==> src/snes_pkg.sv <==
// Shared types, constants and fixed-point helpers for the neuron Euler step unit.
`default_nettype none
package snes_pkg;

  typedef logic signed [31:0] fix_t;

  localparam int unsigned CfgIdxW = 4;
  localparam int unsigned StepW   = 21;

  typedef enum logic [CfgIdxW-1:0] {
    REG_RECOVERY_RATE        = 4'd0,
    REG_RECOVERY_SENSITIVITY = 4'd1,
    REG_RESET_POTENTIAL      = 4'd2,
    REG_RECOVERY_JUMP        = 4'd3,
    REG_QUADRATIC_COEFF      = 4'd4,
    REG_LINEAR_COEFF         = 4'd5,
    REG_DRIVE_BIAS           = 4'd6,
    REG_STEP_SIZE            = 4'd7
  } reg_idx_e;

  localparam fix_t RstRecoveryRate   = 32'sd1311;
  localparam fix_t RstRecoverySens   = 32'sd13107;
  localparam fix_t RstResetPotential = -32'sd4259840;
  localparam fix_t RstRecoveryJump   = 32'sd131072;
  localparam fix_t RstQuadCoeff      = 32'sd2621;
  localparam fix_t RstLinearCoeff    = 32'sd327680;
  localparam fix_t RstDriveBias      = 32'sd9175040;
  localparam logic [StepW-1:0] RstStepSize = 21'd65536;

  localparam fix_t VReset      = -32'sd4587520;  // -70.0
  localparam fix_t UReset      = -32'sd917504;   // -14.0
  localparam fix_t Threshold   = 32'sd1966080;   // 30.0
  localparam fix_t SpikeLevel  = 32'sd1966080;   // 30.0

  localparam fix_t FixMax = 32'sh7fff_ffff;
  localparam fix_t FixMin = 32'sh8000_0000;

  // multiplier operand selects
  typedef enum logic [2:0] {
    MA_C1 = 3'd0,
    MA_T  = 3'd1,
    MA_H  = 3'd2,
    MA_B  = 3'd3,
    MA_A  = 3'd4
  } mul_a_e;

  typedef enum logic [1:0] {
    MB_V  = 2'd0,
    MB_T  = 2'd1,
    MB_VN = 2'd2
  } mul_b_e;

  // second adder term next to the scaled product
  typedef enum logic [1:0] {
    ADD_NONE = 2'd0,
    ADD_C2   = 2'd1,
    ADD_V    = 2'd2,
    ADD_U    = 2'd3
  } add_e;

  typedef struct packed {
    logic   load_in;
    logic   mul_en;
    mul_a_e mul_a;
    mul_b_e mul_b;
    logic   alu_en;
    add_e   add_sel;
    logic   add_drive;  // add bias + both input currents
    logic   sub_u;
    logic   alu_to_vn;
    logic   commit;
  } snes_cmd_t;

  function automatic fix_t sat35(input logic signed [34:0] x);
    fix_t r;
    if (x[34:31] == 4'b0000 || x[34:31] == 4'b1111) begin
      r = x[31:0];
    end else if (x[34]) begin
      r = FixMin;
    end else begin
      r = FixMax;
    end
    return r;
  endfunction

  function automatic fix_t sat48(input logic signed [47:0] x);
    fix_t r;
    if (x[47:31] == {17{1'b0}} || x[47:31] == {17{1'b1}}) begin
      r = x[31:0];
    end else if (x[47]) begin
      r = FixMin;
    end else begin
      r = FixMax;
    end
    return r;
  endfunction

endpackage
`default_nettype wire

==> src/snes_if.sv <==
// Handshake channel interfaces: tick input, result output and register write.
`default_nettype none
interface snes_in_if;
  import snes_pkg::*;
  logic valid;
  logic ready;
  fix_t injected_current;
  fix_t synaptic_input;
  modport source (output valid, output injected_current, output synaptic_input, input ready);
  modport sink (input valid, input injected_current, input synaptic_input, output ready);
endinterface

interface snes_out_if;
  import snes_pkg::*;
  logic valid;
  logic ready;
  logic fired;
  fix_t potential_out;
  modport source (output valid, output fired, output potential_out, input ready);
  modport sink (input valid, input fired, input potential_out, output ready);
endinterface

interface snes_cfg_if;
  import snes_pkg::*;
  logic               valid;
  logic               ready;
  logic [CfgIdxW-1:0] index;
  logic [31:0]        data;
  modport source (output valid, output index, output data, input ready);
  modport sink (input valid, input index, input data, output ready);
endinterface
`default_nettype wire

==> src/snes_ctrl.sv <==
// Sequencer for one Euler step: multiplier and adder schedule plus handshakes.
`default_nettype none
module snes_ctrl (
  input  wire logic                clk_i,
  input  wire logic                rst_ni,
  input  wire logic                in_valid_i,
  output logic                     in_ready_o,
  output logic                     out_valid_o,
  input  wire logic                out_ready_i,
  output snes_pkg::snes_cmd_t      cmd_o
);
  import snes_pkg::*;

  typedef enum logic [13:0] {
    S_IDLE = 14'h0001,
    S_M1   = 14'h0002,
    S_A1   = 14'h0004,
    S_M2   = 14'h0008,
    S_A2   = 14'h0010,
    S_M3   = 14'h0020,
    S_A3   = 14'h0040,
    S_M4   = 14'h0080,
    S_A4   = 14'h0100,
    S_M5   = 14'h0200,
    S_A5   = 14'h0400,
    S_M6   = 14'h0800,
    S_A6   = 14'h1000,
    S_FIN  = 14'h2000
  } state_e;

  state_e state_q, state_d;
  logic   out_valid_q, out_valid_d;
  logic   out_free;

  assign out_free    = !out_valid_q || out_ready_i;
  assign in_ready_o  = (state_q == S_IDLE);
  assign out_valid_o = out_valid_q;

  always_comb begin
    state_d     = state_q;
    out_valid_d = out_valid_q && !out_ready_i;
    cmd_o       = '0;
    case (state_q)
      S_IDLE: begin
        if (in_valid_i) begin
          cmd_o.load_in = 1'b1;
          state_d       = S_M1;
        end
      end
      S_M1: begin
        cmd_o.mul_en = 1'b1; cmd_o.mul_a = MA_C1; cmd_o.mul_b = MB_V;
        state_d      = S_A1;
      end
      S_A1: begin
        cmd_o.alu_en = 1'b1; cmd_o.add_sel = ADD_C2;
        state_d      = S_M2;
      end
      S_M2: begin
        cmd_o.mul_en = 1'b1; cmd_o.mul_a = MA_T; cmd_o.mul_b = MB_V;
        state_d      = S_A2;
      end
      S_A2: begin
        cmd_o.alu_en = 1'b1; cmd_o.add_drive = 1'b1; cmd_o.sub_u = 1'b1;
        state_d      = S_M3;
      end
      S_M3: begin
        cmd_o.mul_en = 1'b1; cmd_o.mul_a = MA_H; cmd_o.mul_b = MB_T;
        state_d      = S_A3;
      end
      S_A3: begin
        cmd_o.alu_en = 1'b1; cmd_o.add_sel = ADD_V; cmd_o.alu_to_vn = 1'b1;
        state_d      = S_M4;
      end
      S_M4: begin
        cmd_o.mul_en = 1'b1; cmd_o.mul_a = MA_B; cmd_o.mul_b = MB_VN;
        state_d      = S_A4;
      end
      S_A4: begin
        cmd_o.alu_en = 1'b1; cmd_o.sub_u = 1'b1;
        state_d      = S_M5;
      end
      S_M5: begin
        cmd_o.mul_en = 1'b1; cmd_o.mul_a = MA_A; cmd_o.mul_b = MB_T;
        state_d      = S_A5;
      end
      S_A5: begin
        cmd_o.alu_en = 1'b1;
        state_d      = S_M6;
      end
      S_M6: begin
        cmd_o.mul_en = 1'b1; cmd_o.mul_a = MA_H; cmd_o.mul_b = MB_T;
        state_d      = S_A6;
      end
      S_A6: begin
        cmd_o.alu_en = 1'b1; cmd_o.add_sel = ADD_U;
        state_d      = S_FIN;
      end
      S_FIN: begin
        // hold here until the output register can take the new beat
        if (out_free) begin
          cmd_o.commit = 1'b1;
          out_valid_d  = 1'b1;
          state_d      = S_IDLE;
        end
      end
      default: begin
        state_d = S_IDLE;
      end
    endcase
  end

  always_ff @(posedge clk_i or negedge rst_ni) begin
    if (!rst_ni) begin
      state_q     <= S_IDLE;
      out_valid_q <= 1'b0;
    end else begin
      state_q     <= state_d;
      out_valid_q <= out_valid_d;
    end
  end

endmodule
`default_nettype wire

==> src/snes_dp.sv <==
// Datapath: config registers, neuron state, shared multiplier and saturating adder.
`default_nettype none
module snes_dp (
  input  wire logic                      clk_i,
  input  wire logic                      rst_ni,
  input  wire snes_pkg::snes_cmd_t       cmd_i,
  input  wire logic                      cfg_we_i,
  input  wire logic [snes_pkg::CfgIdxW-1:0] cfg_idx_i,
  input  wire logic [31:0]               cfg_data_i,
  input  wire snes_pkg::fix_t            injected_current_i,
  input  wire snes_pkg::fix_t            synaptic_input_i,
  output logic                           fired_o,
  output snes_pkg::fix_t                 potential_out_o
);
  import snes_pkg::*;

  fix_t             rate_q, sens_q, vreset_q, jump_q, c1_q, c2_q, bias_q;
  logic [StepW-1:0] step_q;

  fix_t v_q, u_q;
  fix_t cur_q, syn_q;
  fix_t t_q, vn_q;
  logic signed [63:0] prod_q;

  fix_t               op_a, op_b, q32, addend, alu_res, u_jump;
  logic signed [34:0] sum;
  logic               fire;

  // config writes; indexes past the list fall to default and are dropped
  always_ff @(posedge clk_i or negedge rst_ni) begin
    if (!rst_ni) begin
      rate_q   <= RstRecoveryRate;
      sens_q   <= RstRecoverySens;
      vreset_q <= RstResetPotential;
      jump_q   <= RstRecoveryJump;
      c1_q     <= RstQuadCoeff;
      c2_q     <= RstLinearCoeff;
      bias_q   <= RstDriveBias;
      step_q   <= RstStepSize;
    end else if (cfg_we_i) begin
      case (cfg_idx_i)
        REG_RECOVERY_RATE:        rate_q   <= cfg_data_i;
        REG_RECOVERY_SENSITIVITY: sens_q   <= cfg_data_i;
        REG_RESET_POTENTIAL:      vreset_q <= cfg_data_i;
        REG_RECOVERY_JUMP:        jump_q   <= cfg_data_i;
        REG_QUADRATIC_COEFF:      c1_q     <= cfg_data_i;
        REG_LINEAR_COEFF:         c2_q     <= cfg_data_i;
        REG_DRIVE_BIAS:           bias_q   <= cfg_data_i;
        REG_STEP_SIZE:            step_q   <= cfg_data_i[StepW-1:0];
        default: ;
      endcase
    end
  end

  always_comb begin
    case (cmd_i.mul_a)
      MA_C1:   op_a = c1_q;
      MA_T:    op_a = t_q;
      MA_H:    op_a = {{(32-StepW){1'b0}}, step_q};
      MA_B:    op_a = sens_q;
      MA_A:    op_a = rate_q;
      default: op_a = '0;
    endcase
    case (cmd_i.mul_b)
      MB_V:    op_b = v_q;
      MB_T:    op_b = t_q;
      MB_VN:   op_b = vn_q;
      default: op_b = '0;
    endcase
  end

  // arithmetic shift of the product is the floor of x*y/2^16
  assign q32 = sat48(prod_q[63:16]);

  always_comb begin
    case (cmd_i.add_sel)
      ADD_C2:  addend = c2_q;
      ADD_V:   addend = v_q;
      ADD_U:   addend = u_q;
      default: addend = '0;
    endcase
    sum = 35'(q32) + 35'(addend);
    if (cmd_i.add_drive) begin
      sum = sum + 35'(bias_q) + 35'(cur_q) + 35'(syn_q);
    end
    if (cmd_i.sub_u) begin
      sum = sum - 35'(u_q);
    end
    alu_res = sat35(sum);
  end

  assign fire   = (vn_q > Threshold);
  assign u_jump = sat35(35'(t_q) + 35'(jump_q));

  always_ff @(posedge clk_i) begin
    if (cmd_i.load_in) begin
      cur_q <= injected_current_i;
      syn_q <= synaptic_input_i;
    end
    if (cmd_i.mul_en) begin
      prod_q <= op_a * op_b;
    end
    if (cmd_i.alu_en) begin
      if (cmd_i.alu_to_vn) begin
        vn_q <= alu_res;
      end else begin
        t_q <= alu_res;
      end
    end
    if (cmd_i.commit) begin
      fired_o         <= fire;
      potential_out_o <= fire ? SpikeLevel : vn_q;
    end
  end

  always_ff @(posedge clk_i or negedge rst_ni) begin
    if (!rst_ni) begin
      v_q <= VReset;
      u_q <= UReset;
    end else if (cmd_i.commit) begin
      v_q <= fire ? vreset_q : vn_q;
      u_q <= fire ? u_jump : t_q;
    end
  end

endmodule
`default_nettype wire

==> src/spiking_neuron_euler_step_unit.sv <==
// Top level of the Izhikevich neuron Euler step unit.
// Each input beat is one simulation tick and yields exactly one result beat (spike flag and
// recorded potential). All values are signed Q16.16 with saturation. A tick occupies the
// block from acceptance until it returns to idle: six dependent products run through one
// shared 32x32 multiplier, each followed by a saturating add step, and a final step, which
// waits until the output register is free, commits the state and loads the output register.
// A finished result waits in the output register while the next tick is accepted. Register
// writes are taken in any cycle but must only be issued while the unit is idle.
`default_nettype none
module spiking_neuron_euler_step_unit (
  input  wire logic  clk_i,
  input  wire logic  rst_ni,
  snes_cfg_if.sink   cfg_i,
  snes_in_if.sink    in_i,
  snes_out_if.source out_o
);
  import snes_pkg::*;

  snes_cmd_t cmd;

  assign cfg_i.ready = 1'b1;

  snes_ctrl u_ctrl (
    .clk_i       (clk_i),
    .rst_ni      (rst_ni),
    .in_valid_i  (in_i.valid),
    .in_ready_o  (in_i.ready),
    .out_valid_o (out_o.valid),
    .out_ready_i (out_o.ready),
    .cmd_o       (cmd)
  );

  snes_dp u_dp (
    .clk_i              (clk_i),
    .rst_ni             (rst_ni),
    .cmd_i              (cmd),
    .cfg_we_i           (cfg_i.valid),
    .cfg_idx_i          (cfg_i.index),
    .cfg_data_i         (cfg_i.data),
    .injected_current_i (in_i.injected_current),
    .synaptic_input_i   (in_i.synaptic_input),
    .fired_o            (out_o.fired),
    .potential_out_o    (out_o.potential_out)
  );

  // busy after taking a tick
  assert property (@(posedge clk_i) disable iff (!rst_ni)
    in_i.valid && in_i.ready |=> !in_i.ready)
    else $error("input accepted while step in progress");

  // a spike always records the spike level
  assert property (@(posedge clk_i) disable iff (!rst_ni)
    out_o.valid && out_o.fired |-> out_o.potential_out == SpikeLevel)
    else $error("spike beat with wrong potential");

  // a result beat never appears right after a tick is taken
  assert property (@(posedge clk_i) disable iff (!rst_ni)
    in_i.valid && in_i.ready && !out_o.valid |=> !out_o.valid)
    else $error("result produced without computation");

endmodule
`default_nettype wire
==> src/flat_wrapper.sv <==
// flat-port wrapper written by rule: the top's interface ports become plain ports
module spiking_neuron_euler_step_unit_flat import snes_pkg::*;
  (clk_i, rst_ni, cfg_i_valid, cfg_i_index, cfg_i_data, cfg_i_ready, in_i_valid, in_i_injected_current, in_i_synaptic_input, in_i_ready, out_o_valid, out_o_fired, out_o_potential_out, out_o_ready);
  snes_cfg_if cfg_i_i ();
  snes_in_if in_i_i ();
  snes_out_if out_o_i ();
  input  wire logic clk_i;
  input  wire logic rst_ni;
  input wire logic [$bits(cfg_i_i.valid)-1:0] cfg_i_valid;
  input wire logic [$bits(cfg_i_i.index)-1:0] cfg_i_index;
  input wire logic [$bits(cfg_i_i.data)-1:0] cfg_i_data;
  output wire logic [$bits(cfg_i_i.ready)-1:0] cfg_i_ready;
  input wire logic [$bits(in_i_i.valid)-1:0] in_i_valid;
  input wire logic [$bits(in_i_i.injected_current)-1:0] in_i_injected_current;
  input wire logic [$bits(in_i_i.synaptic_input)-1:0] in_i_synaptic_input;
  output wire logic [$bits(in_i_i.ready)-1:0] in_i_ready;
  output wire logic [$bits(out_o_i.valid)-1:0] out_o_valid;
  output wire logic [$bits(out_o_i.fired)-1:0] out_o_fired;
  output wire logic [$bits(out_o_i.potential_out)-1:0] out_o_potential_out;
  input wire logic [$bits(out_o_i.ready)-1:0] out_o_ready;
  assign cfg_i_i.valid = cfg_i_valid;
  assign cfg_i_i.index = cfg_i_index;
  assign cfg_i_i.data = cfg_i_data;
  assign cfg_i_ready = cfg_i_i.ready;
  assign in_i_i.valid = in_i_valid;
  assign in_i_i.injected_current = in_i_injected_current;
  assign in_i_i.synaptic_input = in_i_synaptic_input;
  assign in_i_ready = in_i_i.ready;
  assign out_o_valid = out_o_i.valid;
  assign out_o_fired = out_o_i.fired;
  assign out_o_potential_out = out_o_i.potential_out;
  assign out_o_i.ready = out_o_ready;
  spiking_neuron_euler_step_unit u_core (.clk_i(clk_i), .rst_ni(rst_ni), .cfg_i(cfg_i_i), .in_i(in_i_i), .out_o(out_o_i));
endmodule
==> config.mk <==
export PLATFORM = sky130hd
export DESIGN_NAME = spiking_neuron_euler_step_unit_flat
export DESIGN_NICKNAME = d
export VERILOG_FILES = /design/src/snes_pkg.sv /design/src/snes_if.sv /design/src/snes_ctrl.sv /design/src/snes_dp.sv /design/src/spiking_neuron_euler_step_unit.sv /design/src/flat_wrapper.sv
export SDC_FILE = /design/constraint.sdc
export NUM_CORES = 2
export LEC_CHECK = 0
export BUFFER_PORTS_ARGS = -buffer_cell sky130_fd_sc_hd__buf_2
export CAP_MARGIN = 15
export CORE_ASPECT_RATIO = 1.25
export CORE_MARGIN = 4
export CORE_UTILIZATION = 40
export CTS_CLUSTER_SIZE = 12
export DETAILED_ROUTE_END_ITERATION = 10
export PLACE_DENSITY_LB_ADDON = 0.12
export SLEW_MARGIN = 20
export SYNTH_ARGS = -nofsm -noshare
export SYNTH_HDL_FRONTEND = slang
export SYNTH_SLANG_ARGS = --single-unit
export TNS_END_PERCENT = 20
==> constraint.sdc <==
create_clock -name clk_i -period 14.6 [get_ports clk_i]
set_input_delay 0.73 -clock clk_i [delete_from_list [all_inputs] [get_ports clk_i]]
set_output_delay 0.73 -clock clk_i [all_outputs]
set_load 0.01 [all_outputs]
==> impl_metrics.ini <==
[grt]
number_of_global_route_vias_before_repair = 51900
globalRouteTotalUtil_pct = 26.5
initial_antenna_violation_count = 2
grt_start_max_net_pins = 102
grt_overflow_total = 0
grt_first_pass_wirelength_um = 334000

[cts]
cts.repair.resized = 0
cts_setup_buffers = 0
hold_buffers = 0
clk_pin_slew_ns = 0.07
clock_tree.htree_level_count = 2
insertion_delay_ns = 0.63
cts-root-to-sink-buffers = 3
clock_sink_count = 533
cts_tree = done
cts.root.buffer_cell = sky130_fd_sc_hd__clkbuf_16
cts_made_buffers = 52

[outcome]
status = complete, no violations

[worst_setup_path]
max_stage_delay_ns = 0.87
critical-path-slowest-cell = sky130_fd_sc_hd__a21o_1
setup.worst_path.start_class = register
cpMostUsedCell = sky130_fd_sc_hd__a21o_1
classification_of_the_worst_setup_path = reg2reg
critical-path-top-delay-family = compound AO/OA/AOI/OAI gates
worstPathBufferInverterCount = 2
path_max_fanout = 63
kind_of_end_point_of_the_critical_path = register
worst-endpoint-arrival_ns = 12.58
cp_data_required_time_ns = 14.88

[drt]
detail_route.vias_per_cell = 5.44
postRouteAntennaNets = 0
postRouteWirelength_um = 222000
drt_first_iter_violations = 3555
avgRoutedWirePerCell_um = 25.2
route.detailed.drc = 0
routed-via-count = 47900
drt_first_pass_iters = 7

[final_layout]
share_of_final_layout_standard_cells_stronger_than_drive_strength_1_pct = 11.5
final_net_count = 8169
area_growth_syn_to_layout_pct = 8.01

[sta]
part_of_the_cycle_the_worst_path_needs_pct = 84.2
timing.final.max_slew_violations = 0
max_slew.worst_pin.slew_ns = 1.24
maxClockFrequency_mhz = 81.3
setup_tns_ns = 0
timing.final.hold_violations = 0
rsz0062_at_grt = false
finalClockSkew_ns = 0.0380
timing.slew.headroom_pct = 16.7
whs_ns = 0.121
setup_viol = 0
period_needed_ns = 12.30

[die]
start_util_pct = 40.4
die_width_um = 368
placeableCoreArea_um2 = 160000
boundaryPins = 141
floorplan.die_area_um2 = 169000
num_rows = 164
dieHeight_um = 458

[synth]
synth-main-ff-cell = sky130_fd_sc_hd__dfrtp_1
ys_seq_elements = 533
post_synth_instance_area_um2 = 64800
synth-edff-count = 209
mappedNetlistNets = 8151
syn_area_per_cell_um2 = 9.85
synth_cell_type_count = 85
syn-instance-count = 6585
synthesis.yosys.warnings = 0
synthArstFlopShare_pct = 60.8
synth_seq_area_share_pct = 22.3

[job]
max_cap_viol_count = 0

[placement]
io_buffers = 139
detailedPlacementHpwl_um = 174000
gp_congestion = 0.942

[min_path]
hold_path.class = in2async
per-layer routing:
metal | GRT usage, % | wire (um)
met5 | 0 | 0
met4 | 11.8 | 12200
met3 | 2.65 | 12300
met2 | 45.4 | 108000
met1 | 34.2 | 89400
area by class of cell:
class	count	area, um^2
well taps	2158	2700
clock buffers	92	1530
fillers	15800	90400
repair buffers	280	1760
clock inverters	6	61.3
multi-input cells	4505	44900
inverters	1231	4620
diodes	2	5.00
flip-flops and latches	533	14500
synthesized netlist by cell type (all sizes together) (56+ instances only):
master  count  share of area, %
dfrtp     253               9.8
mux2      243               4.2
dfstp      71               2.9
ha        312               6.0
nand2     715               4.1
o21ai     239               1.9
a21o      100               1.2
and2       78              0.76
xnor2     110               1.5
nor2      632               3.7
inv      1230               7.1
fa       1149                35
a21oi     209               1.6
clkbuf    289               1.7
edfxtp    209               9.7
xor2       56              0.76
final timing paths:
path	start	end	slack, ns	cells after the start
worst max-delay path	u_core.u_ctrl.state_q[10]	u_core.u_dp.vn_q[13]	2.30	42
worst min-delay path	rst_ni	u_core.u_dp.bias_q[28]	0.12	1
worst max register to register	u_core.u_ctrl.state_q[10]	u_core.u_dp.vn_q[13]	2.30	42
worst min register to register	u_core.u_dp.vreset_q[19]	u_core.u_dp.v_q[19]	0.47	2
max in group asynchronous	rst_ni	u_core.u_dp.c2_q[19]	12.49	3
min in group clk_i	in_i_synaptic_input[5]	u_core.u_dp.syn_q[5]	0.28	1
placed cells by master, fill, tap and decap left out, types with 40 or more instances in the layout:
cell	instances
sky130_fd_sc_hd__inv_1	1228
sky130_fd_sc_hd__fa_1	1149
sky130_fd_sc_hd__nand2_1	712
sky130_fd_sc_hd__nor2_1	626
sky130_fd_sc_hd__ha_1	312
sky130_fd_sc_hd__dfrtp_1	253
sky130_fd_sc_hd__mux2_2	243
sky130_fd_sc_hd__o21ai_0	225
sky130_fd_sc_hd__edfxtp_1	209
sky130_fd_sc_hd__a21oi_1	206
sky130_fd_sc_hd__buf_4	141
sky130_fd_sc_hd__buf_2	138
sky130_fd_sc_hd__xnor2_1	110
sky130_fd_sc_hd__a21o_1	100
sky130_fd_sc_hd__dfstp_2	71
sky130_fd_sc_hd__and2_1	69
sky130_fd_sc_hd__xor2_1	56
sky130_fd_sc_hd__clkbuf_16	54
sky130_fd_sc_hd__nand3_1	53
sky130_fd_sc_hd__a222oi_1	45
sky130_fd_sc_hd__nor3_1	40
sky130_fd_sc_hd__and3_1	40
cell families (layout without fill, tap and decap cells):
family | after synthesis | after routing | share of synthesized area (%)
simple gates | 1739 | 1739 | 11.6
buf+inv | 1547 | 1609 | 8.97
fa+ha+maj | 1462 | 1462 | 41.5
compound gates | 888 | 888 | 9.06
flops | 533 | 533 | 22.3
mux | 249 | 249 | 4.31
xor+xnor | 166 | 166 | 2.24
other cells | 1 | 3 | 0.00578
per-stage QoR:
stage | setup slack (ns) | instances | utilization (%) | area, um^2
detailed placement | 2.44 | 8707 | 42.6 | 68400
finish | 2.30 | 8807 | 43.6 | 70000
global placement | 2.58 | 8707 | 42.6 | 68400
floorplan | 3.55 | 6585 | - | 64800
global route | 1.36 | 8805 | 43.6 | 70000
CTS | 2.37 | 8805 | 43.6 | 70000
worst reg2reg max path: cells and delay by family (launching register included):
family	cells	cell delay, ns
compound gates	27	7.05
flops	1	0.42
fa+ha+maj	4	1.46
buf+inv	2	0.81
xor+xnor	3	0.49
simple gates	6	1.69
sequential cells by signal, indices dropped and copies added (netlist names), 14 cells and up:
| signal | flops |
|---|---|
| u_core.u_dp.sens_q | 32 |
| u_core.u_dp.c1_q | 32 |
| u_core.u_dp.bias_q | 32 |
| u_core.u_dp.cur_q | 32 |
| u_core.u_dp.vreset_q | 32 |
| u_core.u_dp.step_q | 21 |
| u_core.u_dp.syn_q | 32 |
| u_core.u_dp.t_q | 32 |
| u_core.u_ctrl.state_q | 14 |
| u_core.u_dp.potential_out_o | 32 |
| u_core.u_dp.rate_q | 32 |
| u_core.u_dp.v_q | 32 |
| u_core.u_dp.prod_q | 48 |
| u_core.u_dp.c2_q | 32 |
| u_core.u_dp.vn_q | 32 |
| u_core.u_dp.u_q | 32 |
| u_core.u_dp.jump_q | 32 |
Power is not shown: default switching activity piles up to over one toggle a cycle in this logic, so the estimate is an artifact.
